### src/wpm_pkg.sv
// Shared types, constants and helper functions of the wildcard pattern matcher.
package wpm_pkg;

    // Largest mask the configuration registers can hold.
    localparam int MAX_LEN = 16;

    // Mask characters with a special meaning.
    localparam logic [7:0] STAR_CHAR = 8'h2A;
    localparam logic [7:0] ANY_CHAR  = 8'h3F;

    // ASCII letter range that is folded when case is ignored.
    localparam logic [7:0] LOWER_A   = 8'h61;
    localparam logic [7:0] LOWER_Z   = 8'h7A;
    localparam logic [7:0] CASE_STEP = 8'h20;

    // Register indexes, one register every eight bytes.
    typedef enum logic [1:0] {
        REG_MASK_LOW,
        REG_MASK_HIGH,
        REG_MASK_LEN,
        REG_IGNORE_CASE
    } reg_index_t;

    // Decoded mask, refreshed from the configuration registers every cycle.
    typedef struct packed {
        logic                          ignore_case;
        logic [MAX_LEN-1:0]            star;
        logic [MAX_LEN-1:0]            any;
        logic [MAX_LEN-1:0]            in_use;
        logic [MAX_LEN:0]              len_onehot;
        logic [MAX_LEN-1:0][7:0]       fchar;
    } mask_info_t;

    // Fold a lower-case ASCII letter to upper case when requested.
    function automatic logic [7:0] fold_char(input logic [7:0] c, input logic fold_en);
        logic [7:0] r;
        r = c;
        if (fold_en && (c >= LOWER_A) && (c <= LOWER_Z)) begin
            r = c - CASE_STEP;
        end
        return r;
    endfunction

endpackage

### src/wildcard_pattern_matcher_top.sv
// Top level of the wildcard pattern matcher: configuration port, word stages and live state.
//
// The block takes one word per cycle while char_stall is low. A word is held in an input register
// while the live-position vector is advanced by the star-closure and compare logic; the match
// flag of an end word lands in the result register at the edge that takes the word out of the
// input register, so it passes the input register and then the result register before the
// result port offers it. Character words keep flowing while a result waits; an end word waits
// in the input register only while the result register still holds an untaken result. Mask
// registers sit at byte addresses 0, 8, 16 and 24 on a 64-bit APB-style port and reach the
// matching logic through the registered mask decode.
module wildcard_pattern_matcher_top #(
    parameter int MASK_LEN = 16
) (
    input  logic        clk,
    input  logic        rst_n,
    // Configuration port
    input  logic        psel,
    input  logic        penable,
    input  logic        pwrite,
    input  logic [4:0]  paddr,
    input  logic [63:0] pwdata,
    output logic [63:0] prdata,
    output logic        pready,
    // Character channel
    input  logic        char_valid,
    output logic        char_stall,
    input  logic [7:0]  ch,
    input  logic        end_of_string,
    // Result channel
    output logic        result_valid,
    input  logic        result_stall,
    output logic        matched
);
    import wpm_pkg::*;

    logic [63:0]       mask_low_reg;
    logic [63:0]       mask_high_reg;
    logic [4:0]        mask_len_reg;
    logic              ignore_case_reg;
    reg_index_t        cfg_idx;
    logic              cfg_write;

    mask_info_t        info;

    logic              s1_valid_reg;
    logic [7:0]        s1_ch_reg;
    logic              s1_eos_reg;
    logic              s1_fire;
    logic              accept;

    logic [MASK_LEN:0] live_reg;
    logic [MASK_LEN:0] live_next;
    logic              match_next;
    logic              result_valid_reg;
    logic              matched_reg;

    assign pready    = 1'b1;
    assign cfg_idx   = reg_index_t'(paddr[4:3]);
    assign cfg_write = psel && penable && pwrite;

    // Configuration registers.
    always_ff @(posedge clk or negedge rst_n)
    begin
        if (!rst_n) begin
            mask_low_reg    <= '0;
            mask_high_reg   <= '0;
            mask_len_reg    <= '0;
            ignore_case_reg <= 1'b0;
        end else if (cfg_write) begin
            unique case (cfg_idx)
                REG_MASK_LOW:    mask_low_reg    <= pwdata;
                REG_MASK_HIGH:   mask_high_reg   <= pwdata;
                REG_MASK_LEN:    mask_len_reg    <= pwdata[4:0];
                REG_IGNORE_CASE: ignore_case_reg <= pwdata[0];
            endcase
        end
    end

    // Register read-back.
    always_comb
    begin
        unique case (cfg_idx)
            REG_MASK_LOW:    prdata = mask_low_reg;
            REG_MASK_HIGH:   prdata = mask_high_reg;
            REG_MASK_LEN:    prdata = {59'd0, mask_len_reg};
            REG_IGNORE_CASE: prdata = {63'd0, ignore_case_reg};
        endcase
    end

    wpm_mask_decode #(
        .MASK_LEN (MASK_LEN)
    ) u_decode (
        .clk             (clk),
        .rst_n           (rst_n),
        .mask_chars_low  (mask_low_reg),
        .mask_chars_high (mask_high_reg),
        .mask_length     (mask_len_reg),
        .ignore_case     (ignore_case_reg),
        .info            (info)
    );

    // An end word leaves the input register only when the result register is free.
    assign s1_fire    = s1_valid_reg &&
                        (!s1_eos_reg || !result_valid_reg || !result_stall);
    assign char_stall = s1_valid_reg && !s1_fire;
    assign accept     = char_valid && !char_stall;

    wpm_step #(
        .MASK_LEN (MASK_LEN)
    ) u_step (
        .live          (live_reg),
        .ch            (s1_ch_reg),
        .end_of_string (s1_eos_reg),
        .info          (info),
        .live_next     (live_next),
        .matched       (match_next)
    );

    // Control state: input stage valid, live positions and result valid.
    always_ff @(posedge clk or negedge rst_n)
    begin
        if (!rst_n) begin
            s1_valid_reg     <= 1'b0;
            live_reg         <= (MASK_LEN+1)'(1);
            result_valid_reg <= 1'b0;
        end else begin
            if (accept) begin
                s1_valid_reg <= 1'b1;
            end else if (s1_fire) begin
                s1_valid_reg <= 1'b0;
            end
            if (s1_fire) begin
                live_reg <= live_next;
            end
            if (s1_fire && s1_eos_reg) begin
                result_valid_reg <= 1'b1;
            end else if (!result_stall) begin
                result_valid_reg <= 1'b0;
            end
        end
    end

    // Payload registers of the input stage and the result stage.
    always_ff @(posedge clk)
    begin
        if (accept) begin
            s1_ch_reg  <= ch;
            s1_eos_reg <= end_of_string;
        end
        if (s1_fire && s1_eos_reg) begin
            matched_reg <= match_next;
        end
    end

    assign result_valid = result_valid_reg;
    assign matched      = matched_reg;

endmodule

### src/wpm_mask_decode.sv
// Registered decode of the configured mask into per-position flags.
module wpm_mask_decode #(
    parameter int MASK_LEN = 16
) (
    input  logic                clk,
    input  logic                rst_n,
    input  logic [63:0]         mask_chars_low,
    input  logic [63:0]         mask_chars_high,
    input  logic [4:0]          mask_length,
    input  logic                ignore_case,
    output wpm_pkg::mask_info_t info
);
    import wpm_pkg::*;

    localparam logic [4:0] LEN_LIMIT = 5'(MASK_LEN);

    logic [127:0]       chars;
    logic [4:0]         lim;
    logic [MAX_LEN-1:0] nz;
    logic [MAX_LEN-1:0] below;
    mask_info_t         info_next;
    mask_info_t         info_reg;

    assign chars = {mask_chars_high, mask_chars_low};

    // A length above the supported mask size is taken as the mask size.
    assign lim = (mask_length > LEN_LIMIT) ? LEN_LIMIT : mask_length;

    // Per-position flags; the mask ends at the first zero byte.
    always_comb
    begin
        info_next = '0;
        info_next.ignore_case = ignore_case;
        for (int i = 0; i < MAX_LEN; i++) begin
            nz[i]    = (chars[8*i +: 8] != 8'h00);
            below[i] = (5'(i) < lim);
            info_next.star[i]  = (chars[8*i +: 8] == STAR_CHAR);
            info_next.any[i]   = (chars[8*i +: 8] == ANY_CHAR);
            info_next.fchar[i] = fold_char(chars[8*i +: 8], ignore_case);
        end
        for (int i = 0; i < MAX_LEN; i++) begin
            info_next.in_use[i] = below[i];
            for (int k = 0; k <= i; k++) begin
                info_next.in_use[i] = info_next.in_use[i] & nz[k];
            end
        end
        // Positions in use form a run from zero, so its end marks the length.
        info_next.len_onehot[0] = ~info_next.in_use[0];
        for (int j = 1; j < MAX_LEN; j++) begin
            info_next.len_onehot[j] = info_next.in_use[j-1] & ~info_next.in_use[j];
        end
        info_next.len_onehot[MAX_LEN] = info_next.in_use[MAX_LEN-1];
    end

    // Decode register; after reset the mask is empty.
    always_ff @(posedge clk or negedge rst_n)
    begin
        if (!rst_n) begin
            info_reg <= '{ignore_case: 1'b0,
                          star:        '0,
                          any:         '0,
                          in_use:      '0,
                          len_onehot:  (MAX_LEN+1)'(1),
                          fchar:       '0};
        end else begin
            info_reg <= info_next;
        end
    end

    assign info = info_reg;

endmodule

### src/wpm_step.sv
// Next live-position vector and match flag for one word.
module wpm_step #(
    parameter int MASK_LEN = 16
) (
    input  logic [MASK_LEN:0]   live,
    input  logic [7:0]          ch,
    input  logic                end_of_string,
    input  wpm_pkg::mask_info_t info,
    output logic [MASK_LEN:0]   live_next,
    output logic                matched
);
    import wpm_pkg::*;

    logic [MASK_LEN-1:0] star_eff;
    logic [MASK_LEN:0]   keep;
    logic [MASK_LEN:0]   len_hot;
    logic [MASK_LEN:0]   cur;
    logic [MASK_LEN:0]   adv;
    logic [7:0]          c;

    // Drop bits beyond the length, then spread each live bit across the
    // run of stars that follows it; each output bit is computed on its own.
    function automatic logic [MASK_LEN:0] close_run(
        input logic [MASK_LEN:0]   v,
        input logic [MASK_LEN-1:0] star,
        input logic [MASK_LEN:0]   msk
    );
        logic [MASK_LEN:0] kv;
        logic [MASK_LEN:0] r;
        logic              run;
        kv = v & msk;
        for (int j = 0; j <= MASK_LEN; j++) begin
            r[j] = kv[j];
            run  = 1'b1;
            for (int i = j - 1; i >= 0; i--) begin
                run  = run & star[i];
                r[j] = r[j] | (kv[i] & run);
            end
        end
        return r;
    endfunction

    assign len_hot  = info.len_onehot[MASK_LEN:0];
    assign star_eff = info.star[MASK_LEN-1:0] & info.in_use[MASK_LEN-1:0];
    assign keep     = {1'b0, info.in_use[MASK_LEN-1:0]} | len_hot;

    // Advance the automaton by one character, or report and restart on an end word.
    always_comb
    begin
        cur = close_run(live, star_eff, keep);
        c   = fold_char(ch, info.ignore_case);
        adv = '0;
        for (int i = 0; i < MASK_LEN; i++) begin
            if (cur[i] && info.in_use[i]) begin
                if (info.star[i]) begin
                    adv[i] = 1'b1;
                end else if (info.any[i] || (info.fchar[i] == c)) begin
                    adv[i+1] = 1'b1;
                end
            end
        end
        matched = |(cur & len_hot);
        if (end_of_string) begin
            live_next = (MASK_LEN+1)'(1);
        end else begin
            live_next = close_run(adv, star_eff, keep);
        end
    end

endmodule

### config.mk
export PLATFORM = sky130hd
export DESIGN_NAME = wildcard_pattern_matcher_top
export DESIGN_NICKNAME = d
export VERILOG_FILES = /design/src/wpm_pkg.sv /design/src/wildcard_pattern_matcher_top.sv /design/src/wpm_mask_decode.sv /design/src/wpm_step.sv
export SDC_FILE = /design/constraint.sdc
export NUM_CORES = 1
export LEC_CHECK = 0
export ABC_AREA = 1
export BUFFER_PORTS_ARGS = -buffer_cell sky130_fd_sc_hd__buf_4
export CAP_MARGIN = 40
export CORE_ASPECT_RATIO = 0.5
export CORE_UTILIZATION = 55
export CTS_CLUSTER_SIZE = 12
export DETAILED_ROUTE_END_ITERATION = 6
export GPL_TIMING_DRIVEN = 0
export PLACE_DENSITY = 0.76
export SETUP_SLACK_MARGIN = 0.2
export SYNTH_ARGS = -nofsm -noshare
export SYNTH_HDL_FRONTEND = slang
export SYNTH_SLANG_ARGS = --single-unit
### constraint.sdc
create_clock -name clk -period 3.25 [get_ports clk]
set_clock_uncertainty 0.2 [all_clocks]
set_input_delay 0.325 -clock clk [delete_from_list [all_inputs] [get_ports clk]]
set_output_delay 0.325 -clock clk [all_outputs]
set_load 0.01 [all_outputs]
==> key figures <==
Routing
  • Per-cell via count in the routed design: 5.770
  • Routed Antenna Nets: 0
  • Length of routed met3 wiring: 7.421 mm
  • Top routing layer in use: met5
  • Detailed-router iteration count before antenna repair: 6
  • Wire length on met1: 25.46 mm
  • First DRT Iteration DRCs: 2016
  • Wire length after detailed routing: 63.55 mm
  • Wire per inst: 20.82 µm
  • Routed vias: 17.61k
  • Met2 wire length: 27.86 mm
  • Remaining DRCs: 0

Outcome
  • Result of the run: finished clean

Global route
  • Gr ovfl total: 0
  • Largest net degree at the start of global routing: 128
  • Number of antenna violations at the first check in global routing: 1
  • First-pass GRT wire length: 95.25 mm
  • Via count of the first global-routing pass: 16.72k
  • Global routing usage summed across all routing layers: 37.89%

Logic synthesis
  • Cell area after technology mapping: 18190 µm²
  • Most frequent cell after synthesis: sky130_fd_sc_hd__nand2_1
  • Synth top area cells: sky130_fd_sc_hd__dfrtp_1 47%, sky130_fd_sc_hd__nand2_1 12%, sky130_fd_sc_hd__inv_1 8.0%
  • Number of standard cells after synthesis: 2306
  • Register area share after synthesis: 49.26%
  • Post-Syn Nets: 2408
  • Post-synthesis average cell area: 7.889 µm²
  • Most used flip-flop cell after synthesis: sky130_fd_sc_hd__dfrtp_1
  • Fraction of synthesized cell area taken by the top area cell type: 47.32%
  • #FFs+latches synth: 356
  • Number of flops mapped to enable cells by yosys: 10
  • Top post-synthesis cells by count: 565 x sky130_fd_sc_hd__nand2_1, 389 x sky130_fd_sc_hd__inv_1, 344 x sky130_fd_sc_hd__dfrtp_1
  • Async SR Flop Fraction: 97.19%
  • Top cell type by total area after synthesis: sky130_fd_sc_hd__dfrtp_1
  • Distinct cells, synth: 54
  • Warnings, synthesis: 0

Finish
  • Layout cells sized above 1: 13.44%
  • Count of fill cells added during filler insertion: 2594
  • Flip-flop count of the largest register after layout: 193
  • Final instance area: 22360 µm²
  • Net count reported at finish: 2710
  • Inserted Diodes: 0
  • Area growth, synth to finish: 22.91%

Power and ir drop
  • Power share of the combinational group: 23.5%
  • Sequential share of power: 46.7%
  • Psw: 4.485 mW
  • Power density cells: 584.8 nW/µm²
  • VDD IR-drop max: 455.9 µV
  • Part of the total power dissipated in the clock network: 29.8%
  • Net switching share of the total power: 34.30%
  • Leakage Power: 11.30 nW
  • Internal power: 8.591 mW

Hold path
  • Worst hold path type: input pin to async pin

Setup path
  • Worst endpoint data arrival time: 3270 ps
  • Classification of the worst setup path: register to register
  • Max FO, Critical Path: 10
  • CP startpoint kind: register
  • Nature of the critical path endpoint: register
  • Data required, critical path: 3510 ps

Timing
  • Worst hold slack after final layout: 76.92 ps
  • Transition at the pin with the smallest max-transition slack: 1017 ps
  • Min Clock Period, post-route: 3015 ps
  • Worst Setup Slack, final: 235.1 ps
  • Final setup violation count: 0
  • Slew margin rel.: 32.21%
  • Unrepaired setup endpoints after global routing: yes
  • Endpoints failing hold: 0
  • Max Clk Rate: 331.7 MHz
  • Max Slew Vio Count: 0
  • Period utilization: 92.77%

Clocking
  • CTS tree: built
  • Root buffer cell: sky130_fd_sc_hd__clkbuf_16
  • Sink Count: 356
  • H-tree depth reported by CTS: 2
  • Clock transition at the register clock pins on the worst setup and hold paths after CTS: 60 ps
  • Source-to-sink clock delay at the later pin of the worst-skew pair: 560 ps
  • Inserted Clock Buffers: 36
  • Buffers from clock root to sink, at most: 3

Floorplanning
  • DIE HEIGHT: 130.6 µm
  • Floorplan Core Area: 32120 µm²
  • DIE AREA: 33850 µm²
  • Die boundary width: 259.2 µm
  • Initial standard-cell utilization of the core: 56.65%
  • I/O pins: 153
  • FP Rows: 46

Placement
  • RD Place Congestion: 0.9899
  • Post-placement worst setup slack: -455.2 ps
  • Sum of net half-perimeters after detailed placement: 46.42 mm
  • Cell Area, Placed: 20080 µm²
  • Total of buffers placed on input and output ports: 148

Run
  • Max-cap viol count: 0
==> final cells by class <==
cell class	instances	area (µm²)	share of cell area (%)
clock inverter	4	58.81	0.2630
timing repair buffer	264	2291	10.25
inverter	400	1506	6.737
sequential	356	8965	40.09
clock buffer	46	989.7	4.426
multi-input combinational	1483	7594	33.96
tap	432	540.5	2.417
buffer	67	415.4	1.858
==> power groups by stage <==
stage	clock network [mW]	registers, mW	logic [mW]
after floorplan	0	5.87	1.86
after global placement	0	6.11	2.73
after detailed placement	0	6.13	2.84
after CTS	3.90	6.07	2.97
after global routing	4.07	6.19	3.41
final	3.90	6.11	3.07
==> cell usage in the layout, fill, tap and decap left out, drive strengths merged <==
cell	Yosys	layout
a21o	1	1
nor3	56	56
o221ai	4	4
o211ai	2	2
nand2	578	578
dfrtp	344	344
a211oi	1	1
clkbuf	46	93
a21boi	1	1
o21ai	229	229
o22ai	46	46
or2	13	13
clkinvlp	0	1
clkinv	3	6
o21bai	4	4
nand3	128	128
o2111ai	9	9
a311oi	1	1
buf	21	205
a22oi	3	3
dfstp	2	2
a22o	3	3
conb	1	1
dlygate4sd3	0	79
ha	17	17
a2111oi	1	1
nor3b	9	9
nand3b	27	27
a31oi	6	6
o21a	1	1
inv	397	397
nand4	37	37
edfxtp	10	10
xnor2	35	35
nor4	39	39
xor2	24	24
nor2	154	154
and3	1	1
a21oi	52	52
==> worst paths after layout <==
kind / slack [ps] / endpoint / start / cells after the start
setup / recovery: 240 / live_reg[9]$_DFFE_PN0P_ / s1_ch_reg[5]$_DFFE_PP_ / 20
hold / removal: 80 / mask_high_reg[29]$_DFFE_PN0P_ / rst_n / 2
setup reg to reg: 240 / live_reg[9]$_DFFE_PN0P_ / s1_ch_reg[5]$_DFFE_PP_ / 20
hold reg to reg: 230 / u_decode.info[10]$_DFF_PN0_ / mask_low_reg[10]$_DFFE_PN0P_ / 0
max in group asynchronous: 1540 / u_decode.info[143]$_DFF_PN0_ / rst_n / 4
min in group clk: 160 / ignore_case_reg$_DFFE_PN0P_ / penable / 4
==> stage by stage <==
step	power [mW]	util, %	std cells	setup TNS [ps]
after global placement	8.843	61.79	2886	-510940
final	13.08	69.62	3052	0
after floorplan	7.728	-	2306	0
after global routing	13.68	69.62	3052	0
after CTS	12.93	68.90	3046	0
after detailed placement	8.976	62.53	2906	-4865
==> per-layer routing <==
metal / track usage (%) / up-vias
met3: 10.94 / 196
li1: - / 8010
met1: 50.70 / 8452
met4: 17.40 / 2
met5: 0 / -
met2: 57.69 / 949
==> critical path, stage by stage, from the launching register on <==
cell and delay, ps:
sky130_fd_sc_hd__edfxtp_1 420, sky130_fd_sc_hd__buf_6 140, sky130_fd_sc_hd__clkbuf_8 170, sky130_fd_sc_hd__inv_2 80
sky130_fd_sc_hd__ha_4 210, sky130_fd_sc_hd__nand4_4 120, sky130_fd_sc_hd__nand2_4 120, sky130_fd_sc_hd__buf_12 150
sky130_fd_sc_hd__a21oi_1 150, sky130_fd_sc_hd__nand3_1 160, sky130_fd_sc_hd__nand2_2 170, sky130_fd_sc_hd__nand2_2 90
sky130_fd_sc_hd__nand2_2 100, sky130_fd_sc_hd__nand2_1 90, sky130_fd_sc_hd__nand3_4 150, sky130_fd_sc_hd__nand2_1 80
sky130_fd_sc_hd__nand2_2 80, sky130_fd_sc_hd__nand2_1 50, sky130_fd_sc_hd__nand2_1 60, sky130_fd_sc_hd__nand2_1 50
sky130_fd_sc_hd__o21ai_1 80
==> repair_timing <==
item | CTS | global route
resized for setup | 25 | 65
hold buffers | 79 | 0
hold endpoints to repair | 271 | 0
setup endpoints to repair | 17 | 29
buffers inserted | 11 | 6
cloned | 0 | 0
pin swaps | 4 | 11
==> kinds of logic after synthesis <==
kind of cell,share of synthesized area (%)
other,0.02061
flip-flops,49.26
adder cells (fa/ha/maj),1.169
buffers and inverters,10.12
AND/OR/NAND/NOR,25.63
AO/OA/AOI/OAI,10.96
XOR/XNOR,2.840
(Power assumes the default switching activity.)
